===== config.mk =====
export PLATFORM = sky130hd
export DESIGN_NAME = gauge_calibration_coefficient_engine
export DESIGN_NICKNAME = d
export VERILOG_FILES = /design/src/rtl/gce_pkg.sv /design/src/rtl/gauge_calibration_coefficient_engine.sv /design/src/rtl/gce_sdiv.sv /design/src/rtl/gce_smul.sv
export SDC_FILE = /design/constraint.sdc
export NUM_CORES = 1
export LEC_CHECK = 0
export BUFFER_PORTS_ARGS = -buffer_cell sky130_fd_sc_hd__buf_2
export CORE_ASPECT_RATIO = 0.8
export CORE_UTILIZATION = 30
export CTS_CLUSTER_DIAMETER = 50
export CTS_CLUSTER_SIZE = 30
export DETAILED_ROUTE_END_ITERATION = 16
export PLACE_DENSITY = 0.49
export SYNTH_ARGS = -nofsm -noshare
export SYNTH_HDL_FRONTEND = slang
export SYNTH_SLANG_ARGS = --single-unit
export TNS_END_PERCENT = 10

===== constraint.sdc =====
create_clock -name clk -period 9.9 [get_ports clk]
set_input_delay 1.98 -clock clk [delete_from_list [all_inputs] [get_ports clk]]
set_output_delay 1.98 -clock clk [all_outputs]
set_load 0.005 [all_outputs]

===== src/rtl/gce_pkg.sv =====
package gce_pkg;

	localparam int AVG_W         = 16;
	localparam int KNOWN_W       = 16;
	localparam int MANT_W        = 24;
	localparam int DF_W          = 21;
	localparam int PROD_W        = MANT_W + DF_W;
	localparam int EXP_W         = 8;
	localparam int WORD_W        = 32;
	localparam int MIN_DIV_W     = 17;
	localparam int VDIV_STEPS    = 32;
	localparam int CDIV_MAX      = 56;
	localparam int GAIN_EXP_BASE = MANT_W + KNOWN_W;
	localparam int CFG_ADDR_W    = 3;
	localparam int CFG_DATA_W    = 16;

	localparam logic [DF_W-1:0]  DELTA_FACTOR = 21'h123456;
	localparam logic [EXP_W-1:0] EXP_BIAS     = 8'd128;

	typedef enum logic [CFG_ADDR_W-1:0] {
		REG_SAMPLE_COUNT   = 3'd0,
		REG_CAL_MODE       = 3'd1,
		REG_KNOWN_VALUE    = 3'd2,
		REG_COULOMB_OFFSET = 3'd3,
		REG_BOARD_TRIM     = 3'd4
	} reg_idx_t;

	typedef enum logic [3:0] {
		ST_IDLE,
		ST_AVG,
		ST_BRANCH,
		ST_VDIV,
		ST_VDONE,
		ST_CDIV,
		ST_CRND,
		ST_MUL,
		ST_DRND,
		ST_FIN
	} state_t;

	typedef struct packed {
		logic clear;
		logic step;
		logic din;
	} div_cmd_t;

	typedef struct packed {
		logic clear;
		logic step;
		logic cbit;
	} mul_cmd_t;

endpackage


===== src/rtl/gauge_calibration_coefficient_engine.sv =====
// Gauge calibration coefficient engine. Each input beat is one poll (counter and raw
// sample); polls are taken even while a result waits on the output. The poll that
// completes a run starts the coefficient pass, during which no poll is taken:
// averaging, then in voltage mode setup, 32 division steps and the result, or in
// current mode setup, division, rounding of the gain, multiplication and delta
// rounding. A zero divisor or a zero known current goes from the setup state straight
// to the output. The output register is loaded from the final state, which is held
// for as long as an earlier result still waits there. The pass uses the shared
// divider, which yields one quotient bit per cycle, and the multiplier by the delta
// factor, which takes one factor bit per cycle.
module gauge_calibration_coefficient_engine import gce_pkg::*; #(
	parameter int MAX_SAMPLES = 256
) (
	input  logic                  clk,
	input  logic                  arst_n,
	input  logic                  cfg_we,
	input  logic [CFG_ADDR_W-1:0] cfg_addr,
	input  logic [CFG_DATA_W-1:0] cfg_wdata,
	input  logic                  s_axis_tvalid,
	output logic                  s_axis_tready,
	// cal_counter[7:0], raw_sample[23:8]
	input  logic [23:0]           s_axis_tdata,
	output logic                  m_axis_tvalid,
	input  logic                  m_axis_tready,
	// average_raw[15:0], volt_gain[31:16], gain_word[63:32], delta_word[95:64]
	output logic [95:0]           m_axis_tdata,
	// status[0]
	output logic [0:0]            m_axis_tuser
);

	localparam int CW      = $clog2(MAX_SAMPLES + 1);
	localparam int TW      = (CW > 9) ? CW : 9;
	localparam int SW      = AVG_W + CW;
	localparam int DW      = (CW > MIN_DIV_W) ? CW : MIN_DIV_W;
	localparam int DVW     = (SW > VDIV_STEPS) ? SW : VDIV_STEPS;
	localparam int MAXSTEP = (SW > CDIV_MAX) ? SW : CDIV_MAX;
	localparam int CNTW    = $clog2(MAXSTEP + 1);

	function automatic logic [WORD_W-1:0] pack_word(input logic neg,
		input logic [EXP_W-1:0] ex, input logic [MANT_W-1:0] mant);
		pack_word = {ex + EXP_BIAS, neg, mant[MANT_W-2:0]};
	endfunction

	state_t state_q, state_nx;

	// configuration
	logic [8:0]  sample_count_q;
	logic        cal_mode_q;
	logic [15:0] known_q;
	logic [15:0] coff_q;
	logic [7:0]  btrim_q;

	// accumulation
	logic          seen_q;
	logic [7:0]    last_q;
	logic [SW-1:0] sum_q;
	logic [CW-1:0] taken_q;

	// datapath
	logic [DVW-1:0]    dvd_q;
	logic [DW-1:0]     dsr_q;
	logic [CNTW-1:0]   cnt_q;
	logic [AVG_W-1:0]  avg_q;
	logic [15:0]       vg_q;
	logic [WORD_W-1:0] gw_q;
	logic [WORD_W-1:0] dw_q;
	logic              st_q;
	logic              neg_q;
	logic [MANT_W-1:0] mant_q;
	logic [EXP_W-1:0]  exp_q;

	logic              m_valid_q;
	logic [95:0]       out_data_q;
	logic              out_st_q;

	div_cmd_t          dcmd;
	mul_cmd_t          mcmd;
	logic [MANT_W-1:0] quot;
	logic [DW-1:0]     rem;
	logic [PROD_W-1:0] prod;

	gce_sdiv #(.DW(DW)) u_div (
		.clk     (clk),
		.cmd     (dcmd),
		.divisor (dsr_q),
		.quot    (quot),
		.rem     (rem)
	);

	gce_smul u_mul (
		.clk   (clk),
		.cmd   (mcmd),
		.mcand (mant_q),
		.prod  (prod)
	);

	// poll handling
	logic [7:0]    in_cnt;
	logic [15:0]   in_raw;
	logic          accept;
	logic [CW-1:0] taken_nx;
	logic [SW-1:0] sum_nx;
	logic [TW-1:0] target;
	logic          run_done;

	assign in_cnt   = s_axis_tdata[7:0];
	assign in_raw   = s_axis_tdata[23:8];
	assign accept   = s_axis_tvalid && s_axis_tready;
	assign taken_nx = taken_q + CW'(1);
	assign sum_nx   = sum_q + SW'(in_raw);

	always_comb begin
		if (sample_count_q == '0)
			target = TW'(1);
		else if (TW'(sample_count_q) > TW'(MAX_SAMPLES))
			target = TW'(MAX_SAMPLES);
		else
			target = TW'(sample_count_q);
	end

	assign run_done = accept && seen_q && (in_cnt != last_q) && (TW'(taken_nx) >= target);

	// current denominator: avg - trunc0((coulomb_offset + board_trim) / 16)
	logic signed [16:0] off_sum;
	logic signed [16:0] off_adj;
	logic signed [16:0] off;
	logic signed [17:0] denom;
	logic [17:0]        denom_mag;

	assign off_sum   = {coff_q[15], coff_q} + {{9{btrim_q[7]}}, btrim_q};
	assign off_adj   = off_sum + (off_sum[16] ? 17'sd15 : 17'sd0);
	assign off       = off_adj >>> 4;
	assign denom     = $signed({2'b00, quot[AVG_W-1:0]}) - $signed({off[16], off});
	assign denom_mag = denom[17] ? 18'(-denom) : 18'(denom);

	// gain rounding
	logic [DW:0]     rem2;
	logic            g_up;
	logic [MANT_W:0] g_rnd;

	assign rem2  = {rem, 1'b0};
	assign g_up  = (rem2 > {1'b0, dsr_q}) || ((rem2 == {1'b0, dsr_q}) && quot[0]);
	assign g_rnd = {1'b0, quot} + (MANT_W+1)'(g_up);

	// delta rounding
	logic              p_top;
	logic [MANT_W-1:0] d_q;
	logic              d_guard;
	logic              d_sticky;
	logic [MANT_W:0]   d_rnd;
	logic [EXP_W-1:0]  d_exp;
	logic [MANT_W-1:0] d_mant;

	assign p_top    = prod[PROD_W-1];
	assign d_q      = p_top ? prod[PROD_W-1:DF_W] : prod[PROD_W-2:DF_W-1];
	assign d_guard  = p_top ? prod[DF_W-1] : prod[DF_W-2];
	assign d_sticky = p_top ? |prod[DF_W-2:0] : |prod[DF_W-3:0];
	assign d_rnd    = {1'b0, d_q} + (MANT_W+1)'(d_guard && (d_sticky || d_q[0]));
	assign d_mant   = d_rnd[MANT_W] ? {1'b1, {(MANT_W-1){1'b0}}} : d_rnd[MANT_W-1:0];
	assign d_exp    = exp_q + (p_top ? EXP_W'(DF_W) : EXP_W'(DF_W - 1))
		+ EXP_W'(d_rnd[MANT_W]);

	logic out_free;
	assign out_free = !m_valid_q || m_axis_tready;

	// next state
	always_comb begin
		state_nx = state_q;
		unique case (state_q)
			ST_IDLE:   if (run_done) state_nx = ST_AVG;
			ST_AVG:    if (cnt_q == CNTW'(SW - 1)) state_nx = ST_BRANCH;
			ST_BRANCH: begin
				if (!cal_mode_q)
					state_nx = (quot[AVG_W-1:0] == '0) ? ST_FIN : ST_VDIV;
				else if (denom == '0 || known_q == '0)
					state_nx = ST_FIN;
				else
					state_nx = ST_CDIV;
			end
			ST_VDIV:   if (cnt_q == CNTW'(VDIV_STEPS - 1)) state_nx = ST_VDONE;
			ST_VDONE:  state_nx = ST_FIN;
			ST_CDIV:   if (quot[MANT_W-1]) state_nx = ST_CRND;
			ST_CRND:   state_nx = ST_MUL;
			ST_MUL:    if (cnt_q == CNTW'(DF_W - 1)) state_nx = ST_DRND;
			ST_DRND:   state_nx = ST_FIN;
			ST_FIN:    if (out_free) state_nx = ST_IDLE;
			default:   state_nx = ST_IDLE;
		endcase
	end

	// control outputs
	always_comb begin
		s_axis_tready = 1'b0;
		dcmd          = '0;
		mcmd          = '0;
		dcmd.din      = dvd_q[DVW-1];
		mcmd.cbit     = DELTA_FACTOR[cnt_q[4:0]];
		unique case (state_q)
			ST_IDLE: begin
				s_axis_tready = 1'b1;
				dcmd.clear    = 1'b1;
			end
			ST_AVG, ST_VDIV: dcmd.step = 1'b1;
			ST_BRANCH:       dcmd.clear = 1'b1;
			ST_CDIV:         dcmd.step = !quot[MANT_W-1];
			ST_CRND:         mcmd.clear = 1'b1;
			ST_MUL:          mcmd.step = 1'b1;
			default: ;
		endcase
	end

	always_ff @(posedge clk or negedge arst_n) begin
		if (!arst_n) begin
			state_q        <= ST_IDLE;
			sample_count_q <= 9'd16;
			cal_mode_q     <= 1'b0;
			known_q        <= '0;
			coff_q         <= '0;
			btrim_q        <= '0;
			seen_q         <= 1'b0;
			last_q         <= '0;
			sum_q          <= '0;
			taken_q        <= '0;
			cnt_q          <= '0;
			m_valid_q      <= 1'b0;
		end else begin
			state_q <= state_nx;
			if (cfg_we) begin
				unique case (cfg_addr)
					REG_SAMPLE_COUNT:   sample_count_q <= cfg_wdata[8:0];
					REG_CAL_MODE:       cal_mode_q     <= cfg_wdata[0];
					REG_KNOWN_VALUE:    known_q        <= cfg_wdata;
					REG_COULOMB_OFFSET: coff_q         <= cfg_wdata;
					REG_BOARD_TRIM:     btrim_q        <= cfg_wdata[7:0];
					default: ;
				endcase
			end
			if (accept) begin
				if (!seen_q) begin
					seen_q <= 1'b1;
					last_q <= in_cnt;
				end else if (in_cnt != last_q) begin
					last_q <= in_cnt;
					if (run_done) begin
						seen_q  <= 1'b0;
						sum_q   <= '0;
						taken_q <= '0;
					end else begin
						sum_q   <= sum_nx;
						taken_q <= taken_nx;
					end
				end
			end
			unique case (state_q)
				ST_IDLE, ST_BRANCH, ST_CRND: cnt_q <= '0;
				ST_AVG, ST_VDIV, ST_MUL:     cnt_q <= cnt_q + CNTW'(1);
				ST_CDIV: if (!quot[MANT_W-1]) cnt_q <= cnt_q + CNTW'(1);
				default: ;
			endcase
			if (state_q == ST_FIN && out_free)
				m_valid_q <= 1'b1;
			else if (m_axis_tready)
				m_valid_q <= 1'b0;
		end
	end

	always_ff @(posedge clk) begin
		case (state_q)
			ST_IDLE: if (run_done) begin
				dvd_q <= DVW'(sum_nx) << (DVW - SW);
				dsr_q <= DW'(taken_nx);
			end
			ST_AVG, ST_VDIV, ST_CDIV: dvd_q <= {dvd_q[DVW-2:0], 1'b0};
			ST_BRANCH: begin
				avg_q <= quot[AVG_W-1:0];
				vg_q  <= '0;
				gw_q  <= '0;
				dw_q  <= '0;
				st_q  <= 1'b0;
				neg_q <= denom[17];
				if (!cal_mode_q) begin
					st_q  <= (quot[AVG_W-1:0] == '0);
					dvd_q <= DVW'({known_q, 16'h0000}) << (DVW - VDIV_STEPS);
					dsr_q <= DW'(quot[AVG_W-1:0]);
				end else begin
					st_q  <= (denom == '0);
					dvd_q <= DVW'(known_q) << (DVW - KNOWN_W);
					dsr_q <= DW'(denom_mag[16:0]);
				end
			end
			ST_VDONE: vg_q <= quot[15:0];
			ST_CRND: begin
				mant_q <= g_rnd[MANT_W] ? {1'b1, {(MANT_W-1){1'b0}}} : g_rnd[MANT_W-1:0];
				exp_q  <= EXP_W'(GAIN_EXP_BASE) - EXP_W'(cnt_q) + EXP_W'(g_rnd[MANT_W]);
			end
			ST_DRND: begin
				gw_q <= pack_word(neg_q, exp_q, mant_q);
				dw_q <= pack_word(neg_q, d_exp, d_mant);
			end
			ST_FIN: if (out_free) begin
				out_data_q <= {dw_q, gw_q, vg_q, avg_q};
				out_st_q   <= st_q;
			end
			default: ;
		endcase
	end

	assign m_axis_tvalid = m_valid_q;
	assign m_axis_tdata  = out_data_q;
	assign m_axis_tuser  = out_st_q;

`ifndef SYNTHESIS
	a_busy_no_poll: assert property (@(posedge clk) disable iff (!arst_n)
		(state_q != ST_IDLE) |-> !s_axis_tready)
		else $error("poll taken during coefficient pass");
	a_mant_norm: assert property (@(posedge clk) disable iff (!arst_n)
		(state_q == ST_MUL) |-> mant_q[MANT_W-1])
		else $error("gain mantissa not normalized");
	a_cdiv_bound: assert property (@(posedge clk) disable iff (!arst_n)
		(state_q == ST_CDIV) |-> (cnt_q <= CNTW'(CDIV_MAX)))
		else $error("gain division ran too long");
	a_drnd_after_mul: assert property (@(posedge clk) disable iff (!arst_n)
		(state_q == ST_DRND) |-> ($past(state_q) == ST_MUL))
		else $error("delta rounding without multiply");
`endif

endmodule


===== src/rtl/gce_sdiv.sv =====
module gce_sdiv import gce_pkg::*; #(
	parameter int DW = 17
) (
	input  logic              clk,
	input  div_cmd_t          cmd,
	input  logic [DW-1:0]     divisor,
	output logic [MANT_W-1:0] quot,
	output logic [DW-1:0]     rem
);

	logic [DW-1:0]     rem_q;
	logic [MANT_W-1:0] quot_q;
	logic [DW:0]       trial;
	logic              ge;
	logic [DW:0]       diff;

	assign trial = {rem_q, cmd.din};
	assign ge    = trial >= {1'b0, divisor};
	assign diff  = trial - {1'b0, divisor};

	always_ff @(posedge clk) begin
		if (cmd.clear) begin
			rem_q  <= '0;
			quot_q <= '0;
		end else if (cmd.step) begin
			rem_q  <= ge ? diff[DW-1:0] : trial[DW-1:0];
			quot_q <= {quot_q[MANT_W-2:0], ge};
		end
	end

	assign quot = quot_q;
	assign rem  = rem_q;

endmodule


===== src/rtl/gce_smul.sv =====
module gce_smul import gce_pkg::*; (
	input  logic              clk,
	input  mul_cmd_t          cmd,
	input  logic [MANT_W-1:0] mcand,
	output logic [PROD_W-1:0] prod
);

	logic [MANT_W-1:0] hi_q;
	logic [DF_W-1:0]   lo_q;
	logic [MANT_W:0]   sum;

	assign sum = {1'b0, hi_q} + (cmd.cbit ? {1'b0, mcand} : '0);

	always_ff @(posedge clk) begin
		if (cmd.clear) begin
			hi_q <= '0;
			lo_q <= '0;
		end else if (cmd.step) begin
			hi_q <= sum[MANT_W:1];
			lo_q <= {sum[0], lo_q[DF_W-1:1]};
		end
	end

	assign prod = {hi_q, lo_q};

endmodule

Word-level counts from Yosys, hierarchy flattened:

Memory sizes are Yosys's and may differ from the RTL's.
Index checks and enable logic that the tools add are counted.

* register bits: 466
* bits in read-only memories: 32
* input port bits: 48
* output and inout port bits: 99
* logic and storage cells: 169
* memories: 1

Memories
* (name not given): depth 32, width 1, rd ports 1, clocked after Yosys merged registers in 0, wr ports 0, line gauge_calibration_coefficient_engine.sv:197 `mcmd.cbit = DELTA_FACTOR[cnt_q[4:0]];`

* add/sub/neg operators: 17
* magnitude comparators: 5
* equality and inequality tests: 26
* mux-type cells: 47
* reductions and logical operators: 45

Operators by type and width (number)
* 32-bit case mux with 2 select lines: 2
* 32-bit case mux with 3 select lines: 1
* 17-bit two-way mux: 4
* 24-bit by 1-bit adder with 25-bit output: 2
* 24-bit two-way mux: 2
* 4-bit two-way mux: 10
* 4-bit case mux with 9 select lines: 1
* 17-bit case mux with 2 select lines: 1
* 16-bit logical NOT: 2
* 32-bit two-way mux: 1
* 16-bit case mux with 2 select lines: 1
* 9-bit two-way mux: 3
* 24-bit by 25-bit adder with 25-bit output: 1
* 25-bit by 16-bit adder with 25-bit output: 1
* 25-bit two-way mux: 1
* 23-bit two-way mux: 1
* 2-bit AND reduction: 10
* 20-bit OR reduction: 1
* 19-bit OR reduction: 1
* 18-bit by 17-bit equality test with 1-bit output: 1
* 6-bit by 5-bit equality test with 1-bit output (second input constant): 3
* 18-bit by 17-bit >= comparator with 1-bit output: 1
* 18-bit by 17-bit greater-than comparator with 1-bit output: 1
* 18-bit logical NOT: 1
* other kinds (42): 87

Depth between registers and ports, before layout:

Gate-level depths: netlist (run 1).

* depth in word-level cells: 9
* mapped depth: 32
* gate-level depth less buffers: 30

Modules after synthesis:

Synthesis (run 1) repeated with hierarchy kept, for this count alone.

* cell total of the unflattened synthesis: 2447
* area total of the unflattened synthesis: 25569.5 µm²

By module, submodules not included
* gauge_calibration_coefficient_engine: times used 1, cells an instance 1772, area each 19960.4 µm², sequential area each 10621.4 µm²
* gce_smul: times used 1, cells an instance 360, area each 3002.9 µm², sequential area each 900.9 µm²
* gce_sdiv: times used 1, cells an instance 315, area each 2606.2 µm², sequential area each 820.8 µm²

Least setup slack after synthesis (run 1):

Ideal clock, no wire load.

* path type: input-to-reg
* start: input m_axis_tready
* end: register out_data_q[0] (netlist: m_axis_tdata[0]), enable pin
* setup time: 688 ps
* data arrival time: 9022 ps
* data required time: 9212 ps
* setup slack: 190 ps
* stages on the path: 2
* buffers on the path: 0
* cells stage by stage: nand2b_1 nor3b_1

* longest elaborated chain between the ends: 2

RTL lines
* start, declared: line gauge_calibration_coefficient_engine.sv:24 `input logic m_axis_tready,`
* 1-bit logical OR: line gauge_calibration_coefficient_engine.sv:164 `assign out_free = !m_valid_q || m_axis_tready;`
* 2-bit AND reduction (no line)
* end signal, assigned: line gauge_calibration_coefficient_engine.sv:301 `out_data_q <= {dw_q, gw_q, vg_q, avg_q};`
* end, declared: line gauge_calibration_coefficient_engine.sv:73 `logic [95:0] out_data_q;`

Every way passes these cells.
A chain may end at the register's enable or synchronous reset.

Final worst setup path (run 1):

* start: register btrim_q[0]
* end: register dsr_q[8], data pin

* elaborated cells on any way between the ends: 8
* classes of those cells: 4 x add/sub; 4 x mux

RTL lines
* start, declared: line gauge_calibration_coefficient_engine.sv:51 `logic [7:0] btrim_q;`
* start signal, assigned: line gauge_calibration_coefficient_engine.sv:234 `REG_BOARD_TRIM: btrim_q <= cfg_wdata[7:0];`
* 16-bit by 8-bit adder with 17-bit output (*): line gauge_calibration_coefficient_engine.sv:130 `assign off_sum = {coff_q[15], coff_q} + {{9{btrim_q[7]}}, btrim_q};`
* 4-bit two-way mux: line gauge_calibration_coefficient_engine.sv:131 `assign off_adj = off_sum + (off_sum[16] ? 17'sd15 : 17'sd0);`
* 17-bit by 5-bit adder with 17-bit output (*): line gauge_calibration_coefficient_engine.sv:131
* 17-bit by 13-bit subtractor with 18-bit output (*): line gauge_calibration_coefficient_engine.sv:133 `assign denom = $signed({2'b00, quot[AVG_W-1:0]}) - $signed({off[16], off});`
* named net denom[17]: line gauge_calibration_coefficient_engine.sv:127 `logic signed [17:0] denom;`
* 17-bit two-way mux (*): line gauge_calibration_coefficient_engine.sv:134 `assign denom_mag = denom[17] ? 18'(-denom) : 18'(denom);`
* 17-bit two-way mux (*): line gauge_calibration_coefficient_engine.sv:281 `if (!cal_mode_q) begin`
* 17-bit case mux with 2 select lines (*): line gauge_calibration_coefficient_engine.sv:268 `case (state_q)`
* end signal, assigned: line gauge_calibration_coefficient_engine.sv:271 `dsr_q <= DW'(taken_nx);`
* end signal, assigned: line gauge_calibration_coefficient_engine.sv:284 `dsr_q <= DW'(quot[AVG_W-1:0]);`
* end signal, assigned: line gauge_calibration_coefficient_engine.sv:288 `dsr_q <= DW'(denom_mag[16:0]);`
* end, declared: line gauge_calibration_coefficient_engine.sv:61 `logic [DW-1:0] dsr_q;`

The timed path passes the listed nets; every way through them passes the cells marked *.

==> metrics.yaml, run 1 <==
place:
  place.detailed.hpwl_um: 45240
  gp_congestion: 0.8263
  place.port_buffers: 146
critical_path:
  start_kind: "flip-flop"
  cp_max_fo: 15
  slowest_stage: "a21oi_1"
  worstPathArrival_ps: 8290
  crit_path_max_incr_delay_ps: 460
  critPathKind: "reg2reg"
  worstPathRequired_ps: 10260
  path_delay_family: "compound AO/OA/AOI/OAI gates"
  end_kind: "flip-flop"
  critPathBufInv: 5
layout:
  nFillCells: 8076
  layout_commonest_cell: "edfxtp_1"
  layout_common_cells: "267 x edfxtp_1, 252 x nand2_1, 180 x nor2_1, 150 x o21ai_0, 145 x buf_2"
  postLayoutCoreUtil_pct: 35.35
  final_layout_size_suffix_gt1_share_pct: 14.88
  syn2layout_area_growth_pct: 16.03
  insertedDiodeCount: 0
  final_net_count: 2689
global_route:
  grt_overflow: 0
  grt_usage_pct: 14.76
  grt_pass1_wl_um: 98550
  grt_antenna_before_repair: 2
  grt_max_degree: 74
  grt_pass1_vias: 17500
logic_synthesis:
  ys_warn_count: 0
  synth-edff-count: 267
  synth_area_um2: 24630
  syn-num-nets: 2568
  ys.flop_type: "edfxtp_1"
  avgSynthCellArea_um2: 10.26
  ys_seq_elements: 457
  syn_inst: 2402
  ys_seq_area_share_pct: 50.10
  synth_cell_type_count: 92
  async_flop_share_pct: 22.76
timing:
  min_period_ps: 7933
  finalSetupViolations: 0
  fmax_mhz: 126.0
  worst_pin_slew_ps: 1266
  hold_viol_final: 0
  grt_setup_unrepaired: "false"
  slew_violations: 0
  fin_worst_skew_ps: 54.62
  finalCritPeriodShare_pct: 80.14
  slew_headroom_pct: 15.26
  holdWs_ps: 413.3
  final.setup.tns_ps: 0
run_status:
  status: "complete, no violations"
clock_network:
  cts_hold_buffers: 0
  clk_path_buf_depth: 3
  cts_inserted_buffers: 53
  ctsRootBufferMaster: "clkbuf_16"
  clk_pin_slew_ps: 80
  clkLatencyLatePin_ps: 640
  cts_tree: "done"
  htree_levels: 2
  postCtsResizedCells: 0
  post-cts-setup-buffers: 0
  cts_sinks: 457
detailed_routing:
  drt-pass1-iter-count: 6
  ant_nets: 0
  vias: 18090
  remaining_drc_errors: 0
  wl_per_cell_um: 16.94
  drt_iter0_markers: 1154
  viasPerCell: 4.944
  wl_um: 62000
floorplanning:
  initial_core_util_pct: 30.46
  rows: 93
  core_area_um2: 80870
  die_h_um: 258.3
  die_w_um: 322.4
  die-area_um2: 83270
  pin_count: 147
power_and_ir_drop:
  p_leak_nw: 11.26
  power_density_nw_per_um2: 309.5
  p_sw_share_pct: 41.55
  seq_power_share_pct: 33.1
  vdd_ir_drop_max_uv: 137.2
  pwr-share-comb_pct: 42.3
  p_switching_mw: 3.675
  clkPwrFrac_pct: 24.6
  power.internal_mw: 5.171
worst_hold_path:
  hold_class: "reg2reg"
job:
  drv_cap: 0
==> power groups by stage <==
stage / Sequential, mW / Combinational [mW] / Clock [mW]
2_1_floorplan: 2.83 / 2.85 / 0
3_3_place_gp: 2.96 / 3.66 / 0
3_5_place_dp: 2.97 / 3.73 / 0
4_1_cts: 2.93 / 3.75 / 2.26
5_1_grt: 2.99 / 4.22 / 2.33
6_report: 2.92 / 3.74 / 2.18
==> Yosys cell counts (all sizes together) (15+ instances only) <==
| master | number | area (µm²) |
|---|---|---|
| mux2 | 62 | 698.2 |
| nor4 | 22 | 137.6 |
| edfxtp | 267 | 8018 |
| nor2b | 40 | 250.2 |
| clkbuf | 96 | 361.6 |
| ha | 112 | 1401 |
| a21o | 32 | 240.2 |
| nor2 | 181 | 679.4 |
| a22oi | 18 | 135.1 |
| xor2 | 68 | 603.1 |
| dfrtp | 103 | 2577 |
| mux2i | 29 | 290.3 |
| nand2 | 253 | 949.7 |
| o21ai | 155 | 783.3 |
| a21oi | 139 | 695.7 |
| dfxtp | 86 | 1722 |
| xnor2 | 74 | 648.1 |
| and2 | 70 | 437.9 |
| nand4 | 15 | 93.84 |
| o31ai | 34 | 255.2 |
| inv | 87 | 326.6 |
| nor3 | 41 | 210.2 |
| nand2b | 31 | 193.9 |
| or2 | 17 | 106.4 |
| a211oi | 34 | 260.3 |
| a22o | 21 | 183.9 |
| nand3 | 48 | 240.2 |
| o211ai | 19 | 142.6 |
| and3 | 45 | 281.5 |
| o21a | 21 | 157.7 |
| a31oi | 25 | 162.6 |
==> stage by stage <==
stage | worst slack [ps] | cells | power (mW) | area (µm²)
after floorplan | 189.6 | 2402 | 5.681 | 24630
after global placement | 2328 | 3560 | 6.615 | 26560
after detailed placement | 2067 | 3560 | 6.701 | 26560
after CTS | 2007 | 3660 | 8.944 | 28580
after global routing | 1339 | 3660 | 9.538 | 28580
final | 1967 | 3660 | 8.846 | 28580
==> flip-flops by register name, summed over array words and instances, names as in the netlist, 4 cells and up <==
name            flops
m_axis_tdata       95
dw_q               32
gw_q               31
dvd_q              25
sum_q              25
mant_q             24
u_div.quot         24
u_mul.hi_q         24
u_mul.lo_q         21
dsr_q              17
u_div.rem          17
avg_q              16
coff_q             16
known_q            16
vg_q               16
sample_count_q      9
taken_q             9
btrim_q             8
exp_q               8
last_q              8
cnt_q               6
state_q             4
==> cell type report <==
| class | instances | area (µm²) | share of cell area, % |
|---|---|---|---|
| multi-input combinational | 1746 | 11560 | 40.43 |
| timing repair buffer | 176 | 958.4 | 3.353 |
| tap | 1092 | 1366 | 4.780 |
| inverter | 89 | 334.1 | 1.169 |
| clock inverter | 47 | 699.4 | 2.447 |
| sequential | 457 | 12340 | 43.18 |
| clock buffer | 53 | 1326 | 4.640 |
==> metal layers <==
| layer | GRT usage (%) | vias up | share of wire [%] |
|---|---|---|---|
| met5 | 0 | - | 0 |
| met4 | 4.286 | 0 | 2.5 |
| met3 | 2.657 | 84 | 4.4 |
| met2 | 22.55 | 321 | 44 |
| met1 | 21.19 | 8674 | 49 |
| li1 | - | 9015 | - |
==> cell families after synthesis <==
| logic type | after synthesis | synth area share (%) |
|---|---|---|
| XOR/XNOR | 143 | 5.175 |
| multiplexers | 91 | 4.012 |
| AO/OA/AOI/OAI | 579 | 15.12 |
| buffers and inverters | 199 | 3.139 |
| adder cells (fa/ha/maj) | 118 | 6.176 |
| AND/OR/NAND/NOR | 815 | 16.28 |
| flip-flops | 457 | 50.10 |
==> final timing paths <==
path | start | to | slack (ps) | depth (start not counted)
setup / recovery | btrim_q[0] | dsr_q[8] | 1970 | 31
hold / removal | dw_q[2] | m_axis_tdata[66] | 410 | 0
setup reg to reg | btrim_q[0] | dsr_q[8] | 1970 | 31
hold reg to reg | dw_q[2] | m_axis_tdata[66] | 410 | 0
max in group asynchronous | arst_n | seen_q | 7220 | 2
min in group asynchronous | arst_n | sum_q[11] | 1440 | 1
Note: power is estimated with default switching activity, not from simulation.
==> run 2, diff against run 1 <==
--- a/config.mk
+++ b/config.mk
@@ -11,7 +11,7 @@
 export CTS_CLUSTER_DIAMETER = 50
 export CTS_CLUSTER_SIZE = 30
 export DETAILED_ROUTE_END_ITERATION = 16
-export PLACE_DENSITY = 0.49
+export PLACE_DENSITY = 0.51
 export SYNTH_ARGS = -nofsm -noshare
 export SYNTH_HDL_FRONTEND = slang
 export SYNTH_SLANG_ARGS = --single-unit
==> constraint.sdc (replaced) <==
create_clock -name clk -period 7.1 [get_ports clk]
set_input_delay 1.42 -clock clk [delete_from_list [all_inputs] [get_ports clk]]
set_output_delay 1.42 -clock clk [all_outputs]
set_load 0.005 [all_outputs]
==> metrics.yaml, run 2 (synthesis gave the netlist of run 1 again) <==
layout:
  ff_latch_area_um2: 12340  # unchanged
  syn2layout_area_growth_pct: 16.68  # was 16.03%
  layout_common_cells: "267 x edfxtp_1, 252 x nand2_1, 180 x nor2_1, 150 x o21ai_0, 145 x buf_2"  # unchanged
  final_net_count: 2709  # was 2689
  insertedDiodeCount: 0  # unchanged
  nFillCells: 8063  # was 8076
  largest_reg_flops: 95  # unchanged
  final_layout_size_suffix_gt1_share_pct: 15.70  # was 14.88%
  multi_input_area_um2: 11650  # was 11560 µm²
  stdcell_area_um2: 28750  # was 28580 µm²
  layout_commonest_cell: "edfxtp_1"  # unchanged
  postLayoutCoreUtil_pct: 35.54  # was 35.35%
critical_path:
  end_kind: "flip-flop"  # unchanged
  crit_path_max_incr_delay_ps: 610  # was 460 ps
  slowest_stage: "or4b_1"  # was a21oi_1
  cp_max_fo: 6  # was 15
  r2r_start: "btrim_q[0]"  # unchanged
  worstPathRequired_ps: 7470  # was 10260 ps
  worstPathArrival_ps: 7050  # was 8290 ps
  reg2regPathDepth: 30  # was 31
  worstSetupStartpoint: "btrim_q[0]"  # unchanged
  worstReg2RegEnd: "dsr_q[16]"  # was dsr_q[8]
  crit_path_end: "dsr_q[16]"  # was dsr_q[8]
  r2r_slack_ps: 420  # was 1970 ps
  start_kind: "flip-flop"  # unchanged
  critPathKind: "reg2reg"  # unchanged
place:
  gp_congestion: 0.8806  # was 0.8263
  place.port_buffers: 146  # unchanged
  place.detailed.hpwl_um: 45440  # was 45240 µm
  place_ws_ps: 142.0  # was 2067 ps
  dpl_cell_area_um2: 26700  # was 26560 µm²
timing:
  fmax_mhz: 149.7  # was 126.0 MHz
  min_period_ps: 6678  # was 7933 ps
  finalSetupViolations: 0  # unchanged
  worst_pin_slew_ps: 1263  # was 1266 ps
  finalCritPeriodShare_pct: 94.06  # was 80.14%
  final.setup.tns_ps: 0  # unchanged
  grt_setup_unrepaired: "false"  # unchanged
  fin_worst_skew_ps: 35.72  # was 54.62 ps
  finalWorstSetupSlack_ps: 421.7  # was 1967 ps
  hold_viol_final: 0  # unchanged
  slew_headroom_pct: 15.52  # was 15.26%
  slew_violations: 0  # unchanged
global_route:
  grt_usage_pct: 14.94  # was 14.76%
  grt_overflow: 0  # unchanged
  grt_pass1_vias: 17900  # was 17500
  grt_antenna_before_repair: 1  # was 2
  grt_pass1_wl_um: 99320  # was 98550 µm
  grt_max_degree: 72  # was 74
detailed_routing:
  drt-pass1-iter-count: 5  # was 6
  ant_nets: 0  # unchanged
  viasPerCell: 5.005  # was 4.944
  wl_per_cell_um: 17.20  # was 16.94 µm
  vias: 18410  # was 18090
  remaining_drc_errors: 0  # unchanged
  drt_iter0_markers: 1159  # was 1154
  wl_um: 63250  # was 62000 µm
clock_network:
  ctsRootBufferMaster: "clkbuf_16"  # unchanged
  cts_tree: "done"  # unchanged
  cts_inserted_buffers: 52  # was 53
  clk_path_buf_depth: 3  # unchanged
  htree_levels: 2  # unchanged
  clkLatencyLatePin_ps: 630  # was 640 ps
  cts_sinks: 457  # unchanged
  clk_pin_slew_ps: 80  # about the same
job:
  drv_cap: 0  # unchanged
floorplanning:
  rows: 93  # unchanged
  pin_count: 147  # unchanged
  die_w_um: 322.4  # unchanged
  initial_core_util_pct: 30.46  # unchanged
  core_area_um2: 80870  # unchanged
  die_h_um: 258.3  # unchanged
  die-area_um2: 83270  # unchanged
power_and_ir_drop:
  power.total_mw: 12.41  # was 8.846 mW
  power_density_nw_per_um2: 431.6  # was 309.5 nW/µm²
  p_leak_nw: 11.36  # was 11.26 nW
  vdd_ir_drop_max_uv: 219.1  # was 137.2 µV
worst_hold_path:
  hold_class: "reg2reg"  # unchanged
  min_path_cells: 0  # unchanged
run_status:
  status: "complete, no violations"  # unchanged
-- run 2: cell types whose count changed in the layout (fill, tap and decap cells not counted), moves of 3 or more --
cell      before  now
inv_12        10    5
inv_6          4    8
inv_8         11    7
buf_4         31   51
clkinv_8      11   14
-- run 2: how the worst min path moves through the flow --
stage	startpoint	end	slack [ps]
3_3_place_gp	avg_q[15]	m_axis_tdata[15]	400
5_1_grt	dw_q[24]	m_axis_tdata[88]	430
3_5_place_dp	vg_q[8]	m_axis_tdata[24]	400
4_1_cts	gw_q[1]	m_axis_tdata[33]	410
6_report	gw_q[1]	m_axis_tdata[33]	400
2_1_floorplan	avg_q[0]	m_axis_tdata[0]	400
-- run 2: report_power, final --
group / leakage, nW / total (mW) / switching (mW) / internal, mW
Combinational: 5.93 / 5.37 / 3.29 / 2.08
Clock: 0.934 / 2.96 / 1.36 / 1.60
Sequential: 4.49 / 4.08 / 0.459 / 3.62
-- run 2: repair_timing --
action / in CTS / in global routing
resized for setup: 0 / 9
hold buffers: 0 / 0
endpoints found under the setup margin: 0 / 19
buffers inserted: 0 / 4
-- run 2: cell type report --
cell class | count | share of cell area (%)
clock buffers | 54 | 4.627
clock inverters | 43 | 2.133
inverters | 89 | 1.162
multi-input cells | 1747 | 40.52
flip-flops and latches | 457 | 42.94
well taps | 1092 | 4.753
repair buffers | 196 | 3.857
-- run 2: worst max-delay path: cells and delay by family (launching register included) --
kind,cells,cell delay (ps)
muxes,2,260
DFF,1,350
and+or+nand+nor,8,2200
adders and majority gates,4,1170
AOI/OAI and AO/OA,11,1900
xor gates and xnor gates,2,270
buffers and inverters,3,300
-- run 2: metrics by stage --
stage	hold WS [ps]	cells
finish	404.5	3678
CTS	412.7	3673
floorplan	400.3	2402
global route	427.7	3678
global placement	403.3	3576
detailed placement	404.5	3576
-- run 2: layer usage --
layer	track usage (%)	part of all wire (%)	vias up
li1	-	-	9024
met1	20.91	48	8854
met2	23.02	43	422
met3	2.774	5.4	110
met4	5.212	2.9	0
met5	0	0	-
